### src/xcfr_pkg.sv
// ----------------------------------------------------------------------------
// xcfr_pkg
// Shared types and constants of the XOR-checked frame receiver.
// ----------------------------------------------------------------------------
package xcfr_pkg;

    // Configuration register widths and reset values
    localparam int unsigned MAX_LEN_W  = 17;
    localparam int unsigned TIMEOUT_W  = 16;
    localparam int unsigned CODE_W     = 8;
    localparam int unsigned CFG_DATA_W = 17;
    localparam int unsigned CFG_IDX_W  = 2;

    localparam logic [MAX_LEN_W-1:0] MAX_LEN_RESET = 17'd4096;
    localparam logic [TIMEOUT_W-1:0] TIMEOUT_RESET = 16'd1000;
    localparam logic [CODE_W-1:0]    ACK_RESET     = 8'd0;
    localparam logic [CODE_W-1:0]    NACK_RESET    = 8'd1;

    // Header overhead added to the declared length before the size check
    localparam logic [MAX_LEN_W-1:0] FRAME_OVERHEAD = 17'd4;

    // Configuration register indexes
    typedef enum logic [CFG_IDX_W-1:0] {
        CFG_MAX_LENGTH    = 2'd0,
        CFG_TIMEOUT_TICKS = 2'd1,
        CFG_ACK_CODE      = 2'd2,
        CFG_NACK_CODE     = 2'd3
    } cfg_index_t;

    // Receive phase
    typedef enum logic [2:0] {
        PH_TYPE = 3'd0,
        PH_LENH = 3'd1,
        PH_LENL = 3'd2,
        PH_DATA = 3'd3,
        PH_CSUM = 3'd4
    } phase_t;

    // Input item kinds
    localparam logic KIND_BYTE = 1'b0;
    localparam logic KIND_TICK = 1'b1;

    // Result kinds
    localparam logic [1:0] OK_PAYLOAD = 2'd0;
    localparam logic [1:0] OK_STATUS  = 2'd1;
    localparam logic [1:0] OK_REPLY   = 2'd2;

    // Frame status codes
    localparam logic [1:0] ST_OK      = 2'd0;
    localparam logic [1:0] ST_BADSUM  = 2'd1;
    localparam logic [1:0] ST_TOOLONG = 2'd2;
    localparam logic [1:0] ST_TIMEOUT = 2'd3;

    // Checksum burst: one status beat then four reply beats
    localparam logic [2:0] BURST_LAST = 3'd4;

    // Result group produced by the parser for one input item
    typedef struct packed {
        logic        valid;    // item produced at least one result
        logic        burst;    // checksum burst of five beats
        logic [1:0]  kind;     // kind of a single-beat result
        logic [7:0]  value;    // payload byte, or reply code for a burst
        logic [1:0]  status;
        logic [7:0]  ftype;
        logic [15:0] flength;
    } result_t;

endpackage

### src/xor_checked_frame_receiver.sv
// ----------------------------------------------------------------------------
// xor_checked_frame_receiver
// Type-length-value frame receiver with XOR checksum and ACK/NACK reply.
// ----------------------------------------------------------------------------
// Input channel (in_valid/in_stall): one beat is a received byte (kind 0)
// or a timekeeping tick (kind 1). Output channel (out_valid/out_stall):
// payload bytes, frame status and reply bytes, with last on the final beat
// caused by an input beat.
// Each result is registered and appears on the output in the cycle after its input beat.
// Throughput: one input beat per cycle while each beat yields at most one
// result and out_stall is low. A checksum byte yields five output beats
// (status, then the four-byte reply), and input is held off until the
// final reply beat is taken; the single output register causes this.
// Header bytes and ticks that make no result still take an input beat.
// Stall: out_stall holds the current beat; in_stall rises whenever the
// output register is occupied and its final beat is not taken this cycle.
// Reset: registers return to max_length 4096, timeout_ticks 1000, ACK code 0,
// NACK code 1; the receiver waits for a type byte and the output is empty.
// Configuration writes via cfg_we/cfg_index/cfg_data are registered before use.
// ----------------------------------------------------------------------------
module xor_checked_frame_receiver (
    input  logic                               clk,
    input  logic                               rst_n,
    // configuration
    input  logic                               cfg_we,
    input  logic [xcfr_pkg::CFG_IDX_W-1:0]     cfg_index,
    input  logic [xcfr_pkg::CFG_DATA_W-1:0]    cfg_data,
    // input channel
    input  logic                               in_valid,
    output logic                               in_stall,
    input  logic                               kind,
    input  logic [7:0]                         rx_byte,
    // output channel
    output logic                               out_valid,
    input  logic                               out_stall,
    output logic [1:0]                         out_kind,
    output logic [7:0]                         value,
    output logic [1:0]                         status,
    output logic [7:0]                         frame_type,
    output logic [15:0]                        frame_length,
    output logic                               last
);

    logic [xcfr_pkg::MAX_LEN_W-1:0] max_length_reg;
    logic [xcfr_pkg::TIMEOUT_W-1:0] timeout_reg;
    logic [xcfr_pkg::CODE_W-1:0]    ack_reg;
    logic [xcfr_pkg::CODE_W-1:0]    nack_reg;

    xcfr_pkg::result_t result;
    xcfr_pkg::result_t out_reg;
    logic              out_valid_reg, out_valid_next;
    logic [2:0]        beat_reg, beat_next;

    logic in_take;
    logic out_take;
    logic out_done;

    // Configuration registers
    always_ff @(posedge clk or negedge rst_n)
    begin
        if (!rst_n)
        begin
            max_length_reg <= xcfr_pkg::MAX_LEN_RESET;
            timeout_reg    <= xcfr_pkg::TIMEOUT_RESET;
            ack_reg        <= xcfr_pkg::ACK_RESET;
            nack_reg       <= xcfr_pkg::NACK_RESET;
        end
        else if (cfg_we)
        begin
            case (xcfr_pkg::cfg_index_t'(cfg_index))
                xcfr_pkg::CFG_MAX_LENGTH:    max_length_reg <= cfg_data;
                xcfr_pkg::CFG_TIMEOUT_TICKS: timeout_reg    <= cfg_data[xcfr_pkg::TIMEOUT_W-1:0];
                xcfr_pkg::CFG_ACK_CODE:      ack_reg        <= cfg_data[xcfr_pkg::CODE_W-1:0];
                xcfr_pkg::CFG_NACK_CODE:     nack_reg       <= cfg_data[xcfr_pkg::CODE_W-1:0];
                default:                     ack_reg        <= ack_reg;
            endcase
        end
    end

    // Handshakes
    assign out_take = out_valid_reg && !out_stall;
    assign out_done = out_take && last;
    assign in_stall = out_valid_reg && !out_done;
    assign in_take  = in_valid && !in_stall;

    xcfr_parser u_parser (
        .clk           (clk),
        .rst_n         (rst_n),
        .accept        (in_take),
        .kind          (kind),
        .rx_byte       (rx_byte),
        .max_length    (max_length_reg),
        .timeout_ticks (timeout_reg),
        .ack_code      (ack_reg),
        .nack_code     (nack_reg),
        .result        (result)
    );

    // Output register control
    always_comb
    begin
        out_valid_next = out_valid_reg;
        beat_next      = beat_reg;
        if (in_take)
        begin
            out_valid_next = result.valid;
            beat_next      = 3'd0;
        end
        else if (out_take)
        begin
            if (last)
            begin
                out_valid_next = 1'b0;
            end
            else
            begin
                beat_next = beat_reg + 3'd1;
            end
        end
    end

    always_ff @(posedge clk or negedge rst_n)
    begin
        if (!rst_n)
        begin
            out_valid_reg <= 1'b0;
            beat_reg      <= 3'd0;
        end
        else
        begin
            out_valid_reg <= out_valid_next;
            beat_reg      <= beat_next;
        end
    end

    // Output payload, loaded on accept
    always_ff @(posedge clk)
    begin
        if (in_take)
        begin
            out_reg <= result;
        end
    end

    // Beat decode: a checksum burst is status, reply code, then three zeros
    always_comb
    begin
        out_kind = out_reg.kind;
        value    = out_reg.value;
        last     = 1'b1;
        if (out_reg.burst)
        begin
            last = (beat_reg == xcfr_pkg::BURST_LAST);
            case (beat_reg)
                3'd0:
                begin
                    out_kind = xcfr_pkg::OK_STATUS;
                    value    = 8'd0;
                end
                3'd1:
                begin
                    out_kind = xcfr_pkg::OK_REPLY;
                    value    = out_reg.value;
                end
                default:
                begin
                    out_kind = xcfr_pkg::OK_REPLY;
                    value    = 8'd0;
                end
            endcase
        end
    end

    assign out_valid    = out_valid_reg;
    assign status       = out_reg.status;
    assign frame_type   = out_reg.ftype;
    assign frame_length = out_reg.flength;

    // Burst counter stays inside the five beats
    assert property (@(posedge clk) disable iff (!rst_n)
        out_valid_reg && out_reg.burst |-> beat_reg <= xcfr_pkg::BURST_LAST)
    else $error("burst beat counter overran");

    // A taken beat that is not last is followed by another beat
    assert property (@(posedge clk) disable iff (!rst_n)
        out_valid && !out_stall && !last |=> out_valid)
    else $error("result group cut short");

    // A new item never overwrites a beat that is still pending
    assert property (@(posedge clk) disable iff (!rst_n)
        in_valid && !in_stall |-> !out_valid || (!out_stall && last))
    else $error("input accepted over a pending result");

    // A burst always opens with its status beat
    assert property (@(posedge clk) disable iff (!rst_n)
        $rose(out_valid_reg) && out_reg.burst |-> out_kind == xcfr_pkg::OK_STATUS)
    else $error("checksum burst did not open with status");

endmodule

### src/xcfr_parser.sv
// ----------------------------------------------------------------------------
// xcfr_parser
// Frame state machine: tracks header, data, checksum and tick timeout, and
// forms the result group for each accepted item.
// ----------------------------------------------------------------------------
module xcfr_parser (
    input  logic                              clk,
    input  logic                              rst_n,
    input  logic                              accept,
    input  logic                              kind,
    input  logic [7:0]                        rx_byte,
    input  logic [xcfr_pkg::MAX_LEN_W-1:0]    max_length,
    input  logic [xcfr_pkg::TIMEOUT_W-1:0]    timeout_ticks,
    input  logic [xcfr_pkg::CODE_W-1:0]       ack_code,
    input  logic [xcfr_pkg::CODE_W-1:0]       nack_code,
    output xcfr_pkg::result_t                 result
);

    xcfr_pkg::phase_t phase_reg, phase_next;
    logic [7:0]  held_type_reg, held_type_next;
    logic [15:0] length_reg, length_next;
    logic [15:0] seen_reg, seen_next;
    logic [7:0]  xor_reg, xor_next;
    logic [15:0] ticks_reg, ticks_next;

    logic [15:0] len_low;
    logic        too_long;
    logic [15:0] seen_inc;
    logic        tick_expired;
    logic        sum_ok;

    // Shared decode
    assign len_low      = {length_reg[15:8], rx_byte};
    assign too_long     = ({1'b0, len_low} + xcfr_pkg::FRAME_OVERHEAD) > max_length;
    assign seen_inc     = seen_reg + 16'd1;
    assign tick_expired = (ticks_reg <= 16'd1);
    assign sum_ok       = (rx_byte == xor_reg);

    // Next state
    always_comb
    begin
        phase_next     = phase_reg;
        held_type_next = held_type_reg;
        length_next    = length_reg;
        seen_next      = seen_reg;
        xor_next       = xor_reg;
        ticks_next     = ticks_reg;
        if (kind == xcfr_pkg::KIND_TICK)
        begin
            if (phase_reg == xcfr_pkg::PH_DATA || phase_reg == xcfr_pkg::PH_CSUM)
            begin
                if (tick_expired)
                begin
                    ticks_next = 16'd0;
                    phase_next = xcfr_pkg::PH_TYPE;
                end
                else
                begin
                    ticks_next = ticks_reg - 16'd1;
                end
            end
        end
        else
        begin
            case (phase_reg)
                xcfr_pkg::PH_TYPE:
                begin
                    held_type_next = rx_byte;
                    length_next    = 16'd0;
                    phase_next     = xcfr_pkg::PH_LENH;
                end
                xcfr_pkg::PH_LENH:
                begin
                    length_next = {rx_byte, 8'd0};
                    phase_next  = xcfr_pkg::PH_LENL;
                end
                xcfr_pkg::PH_LENL:
                begin
                    length_next = len_low;
                    if (too_long)
                    begin
                        phase_next = xcfr_pkg::PH_TYPE;
                    end
                    else
                    begin
                        ticks_next = timeout_ticks;
                        seen_next  = 16'd0;
                        xor_next   = 8'd0;
                        phase_next = (len_low == 16'd0) ? xcfr_pkg::PH_CSUM
                                                        : xcfr_pkg::PH_DATA;
                    end
                end
                xcfr_pkg::PH_DATA:
                begin
                    xor_next  = xor_reg ^ rx_byte;
                    seen_next = seen_inc;
                    if (seen_inc >= length_reg)
                    begin
                        phase_next = xcfr_pkg::PH_CSUM;
                    end
                end
                xcfr_pkg::PH_CSUM:
                begin
                    phase_next = xcfr_pkg::PH_TYPE;
                end
                default:
                begin
                    phase_next = xcfr_pkg::PH_TYPE;
                end
            endcase
        end
    end

    // Result group; type and length as they stand after this item
    always_comb
    begin
        result         = '0;
        result.ftype   = held_type_next;
        result.flength = length_next;
        if (kind == xcfr_pkg::KIND_TICK)
        begin
            if ((phase_reg == xcfr_pkg::PH_DATA || phase_reg == xcfr_pkg::PH_CSUM)
                && tick_expired)
            begin
                result.valid  = 1'b1;
                result.kind   = xcfr_pkg::OK_STATUS;
                result.status = xcfr_pkg::ST_TIMEOUT;
            end
        end
        else
        begin
            case (phase_reg)
                xcfr_pkg::PH_LENL:
                begin
                    if (too_long)
                    begin
                        result.valid  = 1'b1;
                        result.kind   = xcfr_pkg::OK_STATUS;
                        result.status = xcfr_pkg::ST_TOOLONG;
                    end
                end
                xcfr_pkg::PH_DATA:
                begin
                    result.valid = 1'b1;
                    result.kind  = xcfr_pkg::OK_PAYLOAD;
                    result.value = rx_byte;
                end
                xcfr_pkg::PH_CSUM:
                begin
                    result.valid  = 1'b1;
                    result.burst  = 1'b1;
                    result.kind   = xcfr_pkg::OK_STATUS;
                    result.value  = sum_ok ? ack_code : nack_code;
                    result.status = sum_ok ? xcfr_pkg::ST_OK : xcfr_pkg::ST_BADSUM;
                end
                default:
                begin
                    result.valid = 1'b0;
                end
            endcase
        end
    end

    // State registers
    always_ff @(posedge clk or negedge rst_n)
    begin
        if (!rst_n)
        begin
            phase_reg     <= xcfr_pkg::PH_TYPE;
            held_type_reg <= 8'd0;
            length_reg    <= 16'd0;
            seen_reg      <= 16'd0;
            xor_reg       <= 8'd0;
            ticks_reg     <= 16'd0;
        end
        else if (accept)
        begin
            phase_reg     <= phase_next;
            held_type_reg <= held_type_next;
            length_reg    <= length_next;
            seen_reg      <= seen_next;
            xor_reg       <= xor_next;
            ticks_reg     <= ticks_next;
        end
    end

    // In the data phase at least one data byte is still due
    assert property (@(posedge clk) disable iff (!rst_n)
        phase_reg == xcfr_pkg::PH_DATA |-> seen_reg < length_reg)
    else $error("data phase with no data byte outstanding");

endmodule
### config.mk
export PLATFORM = sky130hd
export DESIGN_NAME = xor_checked_frame_receiver
export DESIGN_NICKNAME = d
export VERILOG_FILES = /design/src/xcfr_pkg.sv /design/src/xor_checked_frame_receiver.sv /design/src/xcfr_parser.sv
export SDC_FILE = /design/constraint.sdc
export NUM_CORES = 1
export LEC_CHECK = 0
export ABC_AREA = 1
export BUFFER_PORTS_ARGS = -buffer_cell sky130_fd_sc_hd__buf_4
export CORE_MARGIN = 2
export CORE_UTILIZATION = 45
export CTS_CLUSTER_SIZE = 12
export DETAILED_ROUTE_END_ITERATION = 10
export HOLD_SLACK_MARGIN = 0.06
export SYNTH_ARGS = -nofsm -noshare
export SYNTH_HDL_FRONTEND = slang
export SYNTH_HIERARCHICAL = 1
export SYNTH_SLANG_ARGS = --single-unit
### constraint.sdc
create_clock -name clk -period 5.44 [get_ports clk]
set_input_delay 1.088 -clock clk [delete_from_list [all_inputs] [get_ports clk]]
set_output_delay 1.088 -clock clk [all_outputs]
set_load 0.02 [all_outputs]
# --- Yosys cells after proc, flatten, opt, wreduce, memory -nomap -nowiden ---
# Cells that the tools add are included.
# W data, S select, Z words.
word_totals:
  ff_bits: 157
  latch_bits: 0
  ramBits: 0
  romBits: 0
  output_inout_bits: 39
  wordCells: 117
  memories: 0
op_classes:
  n_addsub: 4
  n_mul: 0
  div_mod_pow: 0
  order_cmp: 3
  eq_ne: 16
  shift: 0
  n_mux: 47
  bitwise_logic: 2
  n_reduce_logical: 27
ops:
  columns: ["cell", "n"]
  rows:
  - ["$mux W16", 7]
  - ["$mux W8", 6]
  - ["$pmux W16 S3", 1]
  - ["$pmux W16 S2", 1]
  - ["$pmux W8 S2", 2]
  - ["$mux W3", 9]
  - ["$add A16 B3 Y17 const B", 1]
  - ["$gt A17 B17 Y1", 1]
  - ["$add A16 B1 Y16 const B", 1]
  - ["$ge A16 B16 Y1", 1]
  - ["$le A16 B1 Y1 const B", 1]
  - ["$logic_not A16 Y1", 1]
  - ["$sub A16 B1 Y16 const B", 1]
  - ["$mux W2", 6]
  - ["$pmux W3 S4", 1]
  - ["$reduce_and A2 Y1", 6]
  - ["$reduce_and A4 Y1", 3]
  - ["$mux W1", 11]
  - ["$eq A8 B8 Y1", 1]
  - ["$reduce_bool A2 Y1", 4]
  - ["$xor A8 B8 Y8", 1]
  - ["$eq A3 B1 Y1 const B", 2]
  - ["$eq A3 B2 Y1 const B", 2]
  - ["$eq A3 B3 Y1 const B", 2]
  - ["15 further kinds", 27]

# --- Depth between registers and ports, before layout ---
# Gate-level depths: netlist of run 1.
depth:
  word_depth: 9
  ltp_mapped: 21

# --- By module ---
# Netlist of run 1, hierarchy kept.
by_module_without_submodules:
  columns: ["mod", "n_inst", "cells_per_inst", "area_per_inst_um2", "seq_area_each_um2"]
  rows:
  - ["xcfr_parser", 1, 758, 5318.9, 1676.6]
  - ["xor_checked_frame_receiver", 1, 298, 3435.8, 2447.3]

# --- Least setup slack after synthesis of run 1 ---
# OpenSTA, ideal clock, no wires.
synth_path:
  kind: "input to register"
  from: "in rx_byte[2]"
  to: "reg out_reg[34] in the netlist's numbering, data pin"
  setup_ps: 262
  arrival_ps: 3295
  required_time_ps: 5178
  path_slack_ps: 1883
  stages: 18
  n_path_buf: 0
  cell_sequence: "ha_1 > nand3_1 > nor3_4 > nand3_2 > nor3_2 > nand2_1 > nor2_2 > xor2_1 > inv_1 > ha_1 > nand2_1 > nor2_1 > nand2_1 > clkinv_1 > nand4_1 > nand4_1 > nand2_1 > or2_2"
synth_lines:
  columns: ["element", "line_no", "source"]
  rows:
  - ["start, declared", "xor_checked_frame_receiver.sv:32", "input logic [7:0] rx_byte,"]
  - ["end signal, assigned", "xor_checked_frame_receiver.sv:141", "out_reg <= result;"]
  - ["end, declared", "xor_checked_frame_receiver.sv:50", "xcfr_pkg::result_t out_reg;"]

# --- Worst setup path in the final report of run 1 ---
layout_path:
  from: "in rx_byte[2]"
  to: "reg u_parser.ticks_reg[6]"
layout_between:
  elab_chain_len: 4
layout_rtl:
  columns: ["element", "line_no", "source"]
  rows:
  - ["$add A16 B3 Y17", "xcfr_parser.sv:34", "assign too_long = ({1'b0, len_low} + xcfr_pkg::FRAME_OVERHEAD) > max_length;"]
  - ["$gt A17 B17 Y1", "xcfr_parser.sv:34", null]
  - ["$ne A2 B2 Y1 (no line)", null, null]
  - ["$reduce_and A4 Y1 (no line)", null, null]
  - ["end signal, assigned", "xcfr_parser.sv:183", "ticks_reg <= ticks_next;"]
  - ["end, declared", "xcfr_parser.sv:24", "logic [15:0] ticks_reg, ticks_next;"]
# No other way between the ends.
# A chain may end at the register's enable or synchronous reset.

==> results of run 1 <==
==> tightest hold or removal path, stage by stage (launching register included) <==
cell and delay [ns]:
dfrtp_1 0.34, nand2_1 0.05, o21ai_0 0.06
==> routing by layer <==
metal  up-vias  share of wire [%]  GRT usage (%)
met5         -                  0              0
met4         0                1.0          5.057
met3        20                5.4          4.132
met2       175                 45          31.68
met1      3090                 48          29.57
li1       3422                  -              -
==> cell families after synthesis <==
family	after synthesis	synth area share [%]
AO/OA/AOI/OAI	180	11.35
XOR/XNOR	40	4.088
adder cells (fa/ha/maj)	41	5.860
buffers and inverters	225	11.28
flip-flops	157	47.11
other	1	0.04283
AND/OR/NAND/NOR	412	20.28
==> layout make-up <==
type,instances,area share [%]
clock buffers,25,4.832
flip-flops and latches,157,41.91
multi-input cells,674,37.03
clock inverters,7,0.6867
well taps,265,3.370
inverters,169,6.447
repair buffers,75,5.722
==> through the flow <==
stage,setup WS (ns),utilization [%],hold slack (ns),instance area (sq um),power (mW)
floorplan,1.883,-,0.4489,8755,2.674
global placement,1.329,48.24,0.4626,9296,2.985
detailed placement,1.139,48.24,0.4724,9296,3.011
CTS,1.591,51.06,0.4893,9839,4.137
global route,1.185,51.06,0.5089,9839,4.411
finish,1.595,51.06,0.4842,9839,4.113
==> cell usage in the layout (no fill, tap or decap), drive strengths merged, types with 12 or more instances in the layout <==
cell type	Yosys	routed
o21ai	114	114
inv	167	167
nand2	278	278
nand4	12	12
a21oi	18	18
nor2	79	79
clkbuf	10	25
xor2	34	34
dfrtp	112	112
ha	41	41
buf	46	75
edfxtp	37	37
nand3	27	27
o22ai	32	32
==> worst paths after layout <==
kind	start	endpoint	slack, ns	depth (start not counted)
min in group asynchronous	rst_n	timeout_reg[10]	0.62	1
setup reg to reg	u_parser/length_reg[10]	u_parser/ticks_reg[6]	2.33	16
setup / recovery	rx_byte[2]	u_parser/ticks_reg[6]	1.59	20
max in group asynchronous	rst_n	u_parser/length_reg[7]	3.77	2
hold / removal	ack_reg[1]	ack_reg[1]	0.48	2
hold reg to reg	ack_reg[1]	ack_reg[1]	0.48	2
==> power by group through the flow <==
stage | clock network, mW | registers, mW | logic [mW]
global placement | 0 | 1.67 | 1.31
floorplan | 0 | 1.63 | 1.04
detailed placement | 0 | 1.68 | 1.33
CTS | 1.14 | 1.66 | 1.34
finish | 1.11 | 1.66 | 1.34
global route | 1.19 | 1.69 | 1.53
==> flow_summary.json, run 1 <==
{
  "cts_buffer_depth": 2,
  "hold_viol_final": 0,
  "synth_area_leaders": "dfrtp_1, edfxtp_1, nand2_1",
  "grt_max_degree": 71,
  "cts_resized": 0,
  "placementRows": 51,
  "cpLargestDelayFamily": "simple AND/OR/NAND/NOR gates",
  "clkTransAtPathRegs_ns": 0.06,
  "htreeDepth": 4,
  "hold_class": "register to register",
  "final_cells": 1372,
  "finalSetupTns_ns": 0,
  "cp-end-kind": "register",
  "combPwrFrac_pct": 32.6,
  "crit_slowest_cell": "nand3_2",
  "wl_per_cell_um": 14.52,
  "criticalPathCategory": "primary input to register",
  "cts_tree": "done",
  "drt_iter0_drc": 439,
  "outcome": "complete, no violations",
  "dp_hpwl_um": 14500,
  "crit_path_start_kind": "primary input",
  "finalCriticalPeriod_ns": 3.845,
  "critPathRequiredTime_ns": 5.72,
  "total_leakage_power_nw": 4.910,
  "antenna_cells": 0,
  "critPathBufInv": 3,
  "numCtsBuffers": 17,
  "vias": 6707,
  "power.switching_mw": 1.487,
  "ant_nets": 0,
  "switching_share_pct": 36.14,
  "yosysSeqAreaShare_pct": 47.11,
  "seqPwrFrac_pct": 40.4,
  "routed_wirelength_um": 19920,
  "drc": 0,
  "ir_drop_v": 0.0002426,
  "clock_power_share_pct": 27.0,
  "synthTopCellsByCount": "nand2_1, inv_1, dfrtp_1",
  "core-area_sq_um": 19270,
  "power_density_nw_per_um2": 418.0,
  "syn_inst": 1056,
  "multiInputGateArea_sq_um": 3643,
  "seq_area_sq_um": 4124,
  "crit_chain": "buf_4 -> ha_1 -> nand3_1 -> nor3_4 -> nand3_2 -> nor3_2 -> nand2_1 -> nor2_2 -> xor2_1 -> inv_1 -> ha_1 -> nand2_1 -> nor2_1 -> nand2_1 -> clkinv_1 -> nand4_1 -> nand3_1 -> nand3_2 -> nand2_1 -> o21ai_0",
  "ys.flop_type": "dfrtp_1",
  "async_reset_ff_share_pct": 76.43,
  "dieWidth_um": 143.5,
  "crit_path_max_fanout": 32,
  "synth_enable_flop_cells": 37,
  "skew_ns": 0.007040,
  "antenna_found_initial": 0,
  "avgSynthCellArea_sq_um": 8.290,
  "largest_register_ffs": 17,
  "synth_nets": 1130,
  "cp_common_cell": "nand2_1",
  "arrival_ns": 4.13,
  "yosysMostFrequentCell": "nand2_1",
  "max_freq_mhz": 260.1,
  "finalNetCount": 1168,
  "grt_first_pass_wirelength_um": 32550,
  "yosys_warnings": 6,
  "synth_top_area_share_pct": 32.01,
  "die_h_um": 143.5,
  "grt_overflow_total": 0,
  "drv_cap": 0,
  "num-fill-cells": 1905,
  "post_cts_buffers": 0,
  "slowest_delay_ns": 0.43,
  "cts-root-buf": "clkbuf_16",
  "die-area_sq_um": 20590,
  "postCtsHoldBufs": 0,
  "avgViaCountPerCell": 4.888,
  "period_share_pct": 70.68,
  "layout-drive-gt1-share_pct": 13.37,
  "drtPass1Iterations": 5,
  "io_buffers": 71,
  "slew_violations": 0,
  "ys_ff_latch": 157,
  "tightest_slew_ns": 1.156,
  "worstSkewPairLatency_ns": 0.43,
  "max_slew_margin_pct": 22.91,
  "p_int_mw": 2.626,
  "synthesis.area_sq_um": 8755,
  "start_util_pct": 45.43,
  "gp_routability_congestion": 0.8661,
  "grt_pass1_vias": 6297,
  "synth_cell_types": 44,
  "cts_sinks": 157,
  "io-pin-count": 72,
  "placed_cells": 1340,
  "setup_viol": 0,
  "grt_use_total_pct": 20.47,
  "area_delta_synth_final_pct": 12.39,
  "synth.largest_area_cell": "dfrtp_1",
  "rsz0062_at_grt": "false"
}
Power figures use the tool's default switching activity.
==> inputs of run 2 (changes only) <==
- PLACE_DENSITY: unset -> 0.65
- clock period: 5.44 -> 3.1 ns (I/O delays scaled with it)
==> run 2 against run 1 <==
Against the previous run:
- largest cell class unchanged
- die area is the same
- combinational power is 84% higher
- cell count is 2.1% higher
- worst setup slack lost 1.4 ns
- hold slack got worse by 0.23 ns
- via count increased by 2.3%
- sequential share of layout area is 1.5 points lower
- sequential power grew 75%
==> flow_summary.json, run 2 (synthesis results as in run 1) <==
{
  "outcome": "complete, no violations",
  "area_delta_synth_final_pct": 16.51,
  "io_buffers": 71,
  "clkTransAtPathRegs_ns": 0.06,
  "r2r-start": "u_parser/seen_reg[0]",
  "final_common_cell": "nand2_1",
  "slew_violations": 0,
  "core-area_sq_um": 19270,
  "dieWidth_um": 143.5,
  "tightest_slew_ns": 0.7563,
  "cts_tree": "done",
  "power.total_mw": 7.385,
  "hold_viol_final": 0,
  "placementRows": 51,
  "hold_ws_ns": 0.2529,
  "fin_area_sq_um": 10200,
  "crit_path_max_fanout": 3,
  "drtPass1Iterations": 5,
  "ant_nets": 0,
  "cts_buffer_depth": 2,
  "drc": 0,
  "setup_viol": 0,
  "drt_iter0_drc": 530,
  "setup_slack_ns": 0.1988,
  "most-common-layout-cells": "nand2_1, inv_1, dfrtp_1",
  "numCtsBuffers": 17,
  "crit_chain": "buf_4 -> ha_2 -> nand3_2 -> nor3_4 -> nand3_2 -> nor3_2 -> nand2_1 -> buf_4 -> nor3_1 -> ha_1 -> nand2_1 -> nor2_2 -> nand2_1 -> clkinv_1 -> nand4_1 -> nand3_2 -> nand4_1 -> nand2_1 -> or2_2",
  "antenna_found_initial": 0,
  "grt_max_degree": 68,
  "cp-end-kind": "register",
  "arrival_ns": 3.08,
  "hold_class": "primary input to async pin",
  "grt_pass1_vias": 6714,
  "r2r_cells": 19,
  "finalSetupTns_ns": 0,
  "finalNetCount": 1197,
  "wl_per_cell_um": 14.24,
  "io-pin-count": 72,
  "largest_register_ffs": 17,
  "cts_sinks": 157,
  "place_area_sq_um": 9544,
  "critPathRequiredTime_ns": 3.28,
  "cts-root-buf": "clkbuf_16",
  "criticalPathCategory": "primary input to register",
  "vias": 6862,
  "crit_path_start_kind": "primary input",
  "die-area_sq_um": 20590,
  "grt_first_pass_wirelength_um": 33190,
  "timing.rr.end": "u_parser/phase_reg[2]",
  "grt_use_total_pct": 20.56,
  "period_share_pct": 93.59,
  "drv_cap": 0,
  "grt_overflow_total": 0,
  "crit_slowest_cell": "ha_1",
  "cp_common_cell": "nand2_1",
  "routed_wirelength_um": 19950,
  "avgViaCountPerCell": 4.898,
  "dp_hpwl_um": 14700,
  "rrSetupSlack_ns": 0.23,
  "finalCriticalPeriod_ns": 2.901,
  "skew_ns": 0.006441,
  "max_freq_mhz": 344.7,
  "layout-drive-gt1-share_pct": 16.73,
  "htreeDepth": 4,
  "antenna_cells": 0,
  "ir_drop_v": 0.0004614,
  "gp_routability_congestion": 0.8702,
  "total_leakage_power_nw": 5.091,
  "slowest_delay_ns": 0.28,
  "start_util_pct": 45.43,
  "worstSkewPairLatency_ns": 0.43,
  "die_h_um": 143.5,
  "max_slew_margin_pct": 49.58,
  "power_density_nw_per_um2": 724.0,
  "preCtsSetupSlack_ns": -0.2662
}
-- run 2: power by group --
part	internal, mW	switching [mW]	total (mW)
Sequential	2.63	0.288	2.91
Combinational	0.908	1.56	2.47
Clock	1.17	0.825	2.00
Total	4.71	2.68	7.39
-- run 2: worst max-delay path by stage --
stage,from,endpoint,slack [ns],depth (start not counted)
CTS,u_parser/seen_reg[0],u_parser/phase_reg[2],0.09,21
global route,rx_byte[2],u_parser/seen_reg[7],-0.03,22
detailed placement,rx_byte[2],out_reg[34],-0.27,18
global placement,rx_byte[2],out_reg[34],-0.18,19
floorplan,rx_byte[2],out_reg[34],0.01,18
finish,rx_byte[2],out_reg[34],0.20,19
-- run 2: through the flow --
step / utilization [%] / cells
final: 52.93 / 1401
after global routing: 52.93 / 1401
after CTS: 52.42 / 1400
after detailed placement: 49.53 / 1368
after global placement: 49.53 / 1368
after floorplan: - / 1056
-- run 2: per-layer routing --
layer / wire length, um / global-route usage (%) / up-vias
met2: 9195 / 32.71 / 174
met3: 1037 / 3.699 / 21
met1: 9398 / 28.99 / 3188
met5: 0 / 0 / -
li1: - / - / 3479
met4: 318 / 5.728 / 0
-- run 2: final cells by class --
cell class	count	area (sq um)
sequential	157	4125
timing repair buffer	104	835.8
tap	265	331.6
multi-input combinational	674	3716
clock buffer	19	432.9
fill	1855	9071
clock inverter	13	123.9
inverter	169	634.4
-- run 2: worst max-delay path: cells and delay by family --
| kind | cells | cell delay (ns) |
|---|---|---|
| adder cells (fa/ha/maj) | 2 | 0.46 |
| buffers and inverters | 3 | 0.32 |
| AND/OR/NAND/NOR | 14 | 1.68 |
-- run 2: what timing repair did --
item                       4_1_cts  5_1_grt
buffers inserted                 0        0
setup endpoints to repair        0       44
gates resized for setup          0       17
hold buffers                     0        0
==> inputs of run 3 (changes only) <==
- CELL_PAD_IN_SITES_DETAIL_PLACEMENT: unset -> 0
- CELL_PAD_IN_SITES_GLOBAL_PLACEMENT: unset -> 1
- CORE_UTILIZATION: 45 -> 41
- PLACE_DENSITY: 0.65 -> unset
- PLACE_DENSITY_LB_ADDON: unset -> 0.1
==> run 3 against run 2 <==
Against the previous run:
- cell area grew 1.8%
- clock power is 4% higher
- first-iteration DRC count is 20% lower
- clock-buffer cell count decreased by 1
- cell count is 1.3% higher
- power increased by 2.7%
- highest routed layer unchanged
- wire length up 5.6%
- critical endpoint is now u_parser/ticks_reg[14]
- via count fell by 2.2%
- flip-flop and latch count is the same
==> flow_summary.json, run 3 (synthesis results as in run 1) <==
{
  "outcome": "complete, no violations",
  "cp_common_cell": "nand2_2",
  "power.total_mw": 7.582,
  "rsz0062_at_grt": "true",
  "arrival_ns": 3.26,
  "grt_pass1_vias": 6419,
  "top_layer_used": "met4",
  "most-common-layout-cells": "nand2_1, inv_1, dfrtp_1",
  "slowest_delay_ns": 0.27,
  "routed_wirelength_um": 21070,
  "hold_ws_ns": 0.2670,
  "power.switching_mw": 2.807,
  "clkTransAtPathRegs_ns": 0.07,
  "combPwrFrac_pct": 34.0,
  "antenna_found_initial": 0,
  "criticalPathCategory": "primary input to register",
  "gp_routability_congestion": 0.7958,
  "final_common_cell": "nand2_1",
  "max_freq_mhz": 338.6,
  "m1WireLength_um": 10560,
  "clock_power_share_pct": 27.4,
  "drtPass1Iterations": 4,
  "start_util_pct": 41.65,
  "placementRows": 53,
  "grt_overflow_total": 0,
  "preCtsSetupSlack_ns": -0.2970,
  "tightest_slew_ns": 0.8114,
  "cts_tree": "done",
  "p_int_mw": 4.775,
  "vias": 6709,
  "crit_slowest_cell": "ha_4",
  "fin_util_pct": 49.41,
  "crit_path_start_kind": "primary input",
  "io-pin-count": 72,
  "rrSetupSlack_ns": 0.24,
  "skew_ns": 0.01052,
  "htreeDepth": 4,
  "hold_viol_final": 0,
  "cts_sinks": 157,
  "seqPwrFrac_pct": 38.6,
  "grt_first_pass_wirelength_um": 33580,
  "area_delta_synth_final_pct": 18.64,
  "cp-end-kind": "register",
  "period_share_pct": 95.28,
  "crit_path_max_fanout": 8,
  "dp_hpwl_um": 15090,
  "r2r-start": "u_parser/seen_reg[0]",
  "critPathLaunch": "rx_byte[3]",
  "largest_register_ffs": 17,
  "finalNetCount": 1205,
  "max_slew_margin_pct": 45.70,
  "avgViaCountPerCell": 4.728,
  "hold_class": "primary input to async pin",
  "drt_iter0_drc": 423,
  "cts_buffer_depth": 2,
  "wl_per_cell_um": 14.85,
  "slew_violations": 0,
  "die_h_um": 150.1,
  "antenna_cells": 0,
  "setup_viol": 0,
  "total_leakage_power_nw": 5.189,
  "layout-drive-gt1-share_pct": 19.14,
  "switching_share_pct": 37.02,
  "cts-root-buf": "clkbuf_16",
  "wl_met3_um": 845,
  "seq_area_sq_um": 4125,
  "critPathBufInv": 4,
  "die-area_sq_um": 22540,
  "crit_chain": "buf_8 -> ha_4 -> nand3_4 -> nor3_4 -> nand3_2 -> nor3_4 -> nand2_2 -> nor2_2 -> xor2_1 -> inv_1 -> ha_4 -> nand2_2 -> nor2_2 -> nand2_1 -> inv_2 -> nand4_1 -> nand3_2 -> nand3_4 -> clkbuf_16 -> nand2_2 -> o21ai_1",
  "power_density_nw_per_um2": 730.0,
  "grt_use_total_pct": 19.27,
  "finalCriticalPeriod_ns": 2.954,
  "drv_cap": 0,
  "drc": 0,
  "fin_area_sq_um": 10390,
  "core-area_sq_um": 21020,
  "numCtsBuffers": 17,
  "io_buffers": 71,
  "cpLargestDelayFamily": "simple AND/OR/NAND/NOR gates",
  "dr_wl_met2_um": 9454,
  "grt_max_degree": 121,
  "setup_slack_ns": 0.1463,
  "place_area_sq_um": 9579,
  "multiInputGateArea_sq_um": 3772,
  "ir_drop_v": 0.0003846,
  "critPathRequiredTime_ns": 3.41,
  "worstSkewPairLatency_ns": 0.42,
  "num-fill-cells": 2099,
  "ant_nets": 0,
  "dieWidth_um": 150.1
}
==> run 3: cell count changes in the layout (fill, tap and decap cells not counted), moves of 4 or more <==
cell / before / now
nand2_1: 273 / 257
nand2_2: 5 / 20
o21ai_0: 109 / 95
o21ai_1: 4 / 15
buf_4: 100 / 104
clkinv_1: 5 / 1
==> run 3: layout make-up <==
| type | count | area share, % |
|---|---|---|
| inverter | 169 | 6.108 |
| clock buffer | 18 | 4.337 |
| multi-input combinational | 674 | 36.32 |
| clock inverter | 14 | 1.265 |
| tap | 275 | 3.313 |
| timing repair buffer | 112 | 8.939 |
| sequential | 157 | 39.72 |
==> run 3: timing repair <==
action                     4_1_cts  5_1_grt
setup buffers                    0        3
hold buffers                     0        0
setup endpoints to repair        0       45
resized for setup                0       53
==> run 3: layer usage <==
| metal | global-route usage (%) | vias to the layer above |
|---|---|---|
| met5 | 0 | - |
| met4 | 5.000 | 0 |
| met3 | 3.970 | 14 |
| met2 | 29.70 | 121 |
| met1 | 27.77 | 3079 |
| li1 | - | 3495 |
==> run 3: per-stage QoR <==
step / TNS [ns] / instances
2_1_floorplan: 0 / 1056
3_3_place_gp: -5.441 / 1381
3_5_place_dp: -9.567 / 1381
4_1_cts: 0 / 1413
5_1_grt: -0.6465 / 1419
6_report: 0 / 1419
==> run 3: final timing paths <==
path                                     endpoint  cells past startpoint
setup / recovery           u_parser/ticks_reg[14]                     21
hold / removal                    timeout_reg[10]                      2
setup reg to reg            u_parser/phase_reg[2]                     22
hold reg to reg                       nack_reg[7]                      2
max in group asynchronous    u_parser/seen_reg[0]                      2
min in group clk                        out_valid                      3
==> run 3: power groups by stage <==
| stage | logic [mW] | registers (mW) | clock network, mW |
|---|---|---|---|
| 4_1_cts | 2.45 | 2.91 | 2.13 |
| 3_3_place_gp | 2.42 | 2.94 | 0 |
| 6_report | 2.58 | 2.93 | 2.08 |
| 5_1_grt | 2.91 | 2.98 | 2.21 |
| 3_5_place_dp | 2.44 | 2.95 | 0 |
| 2_1_floorplan | 1.83 | 2.86 | 0 |
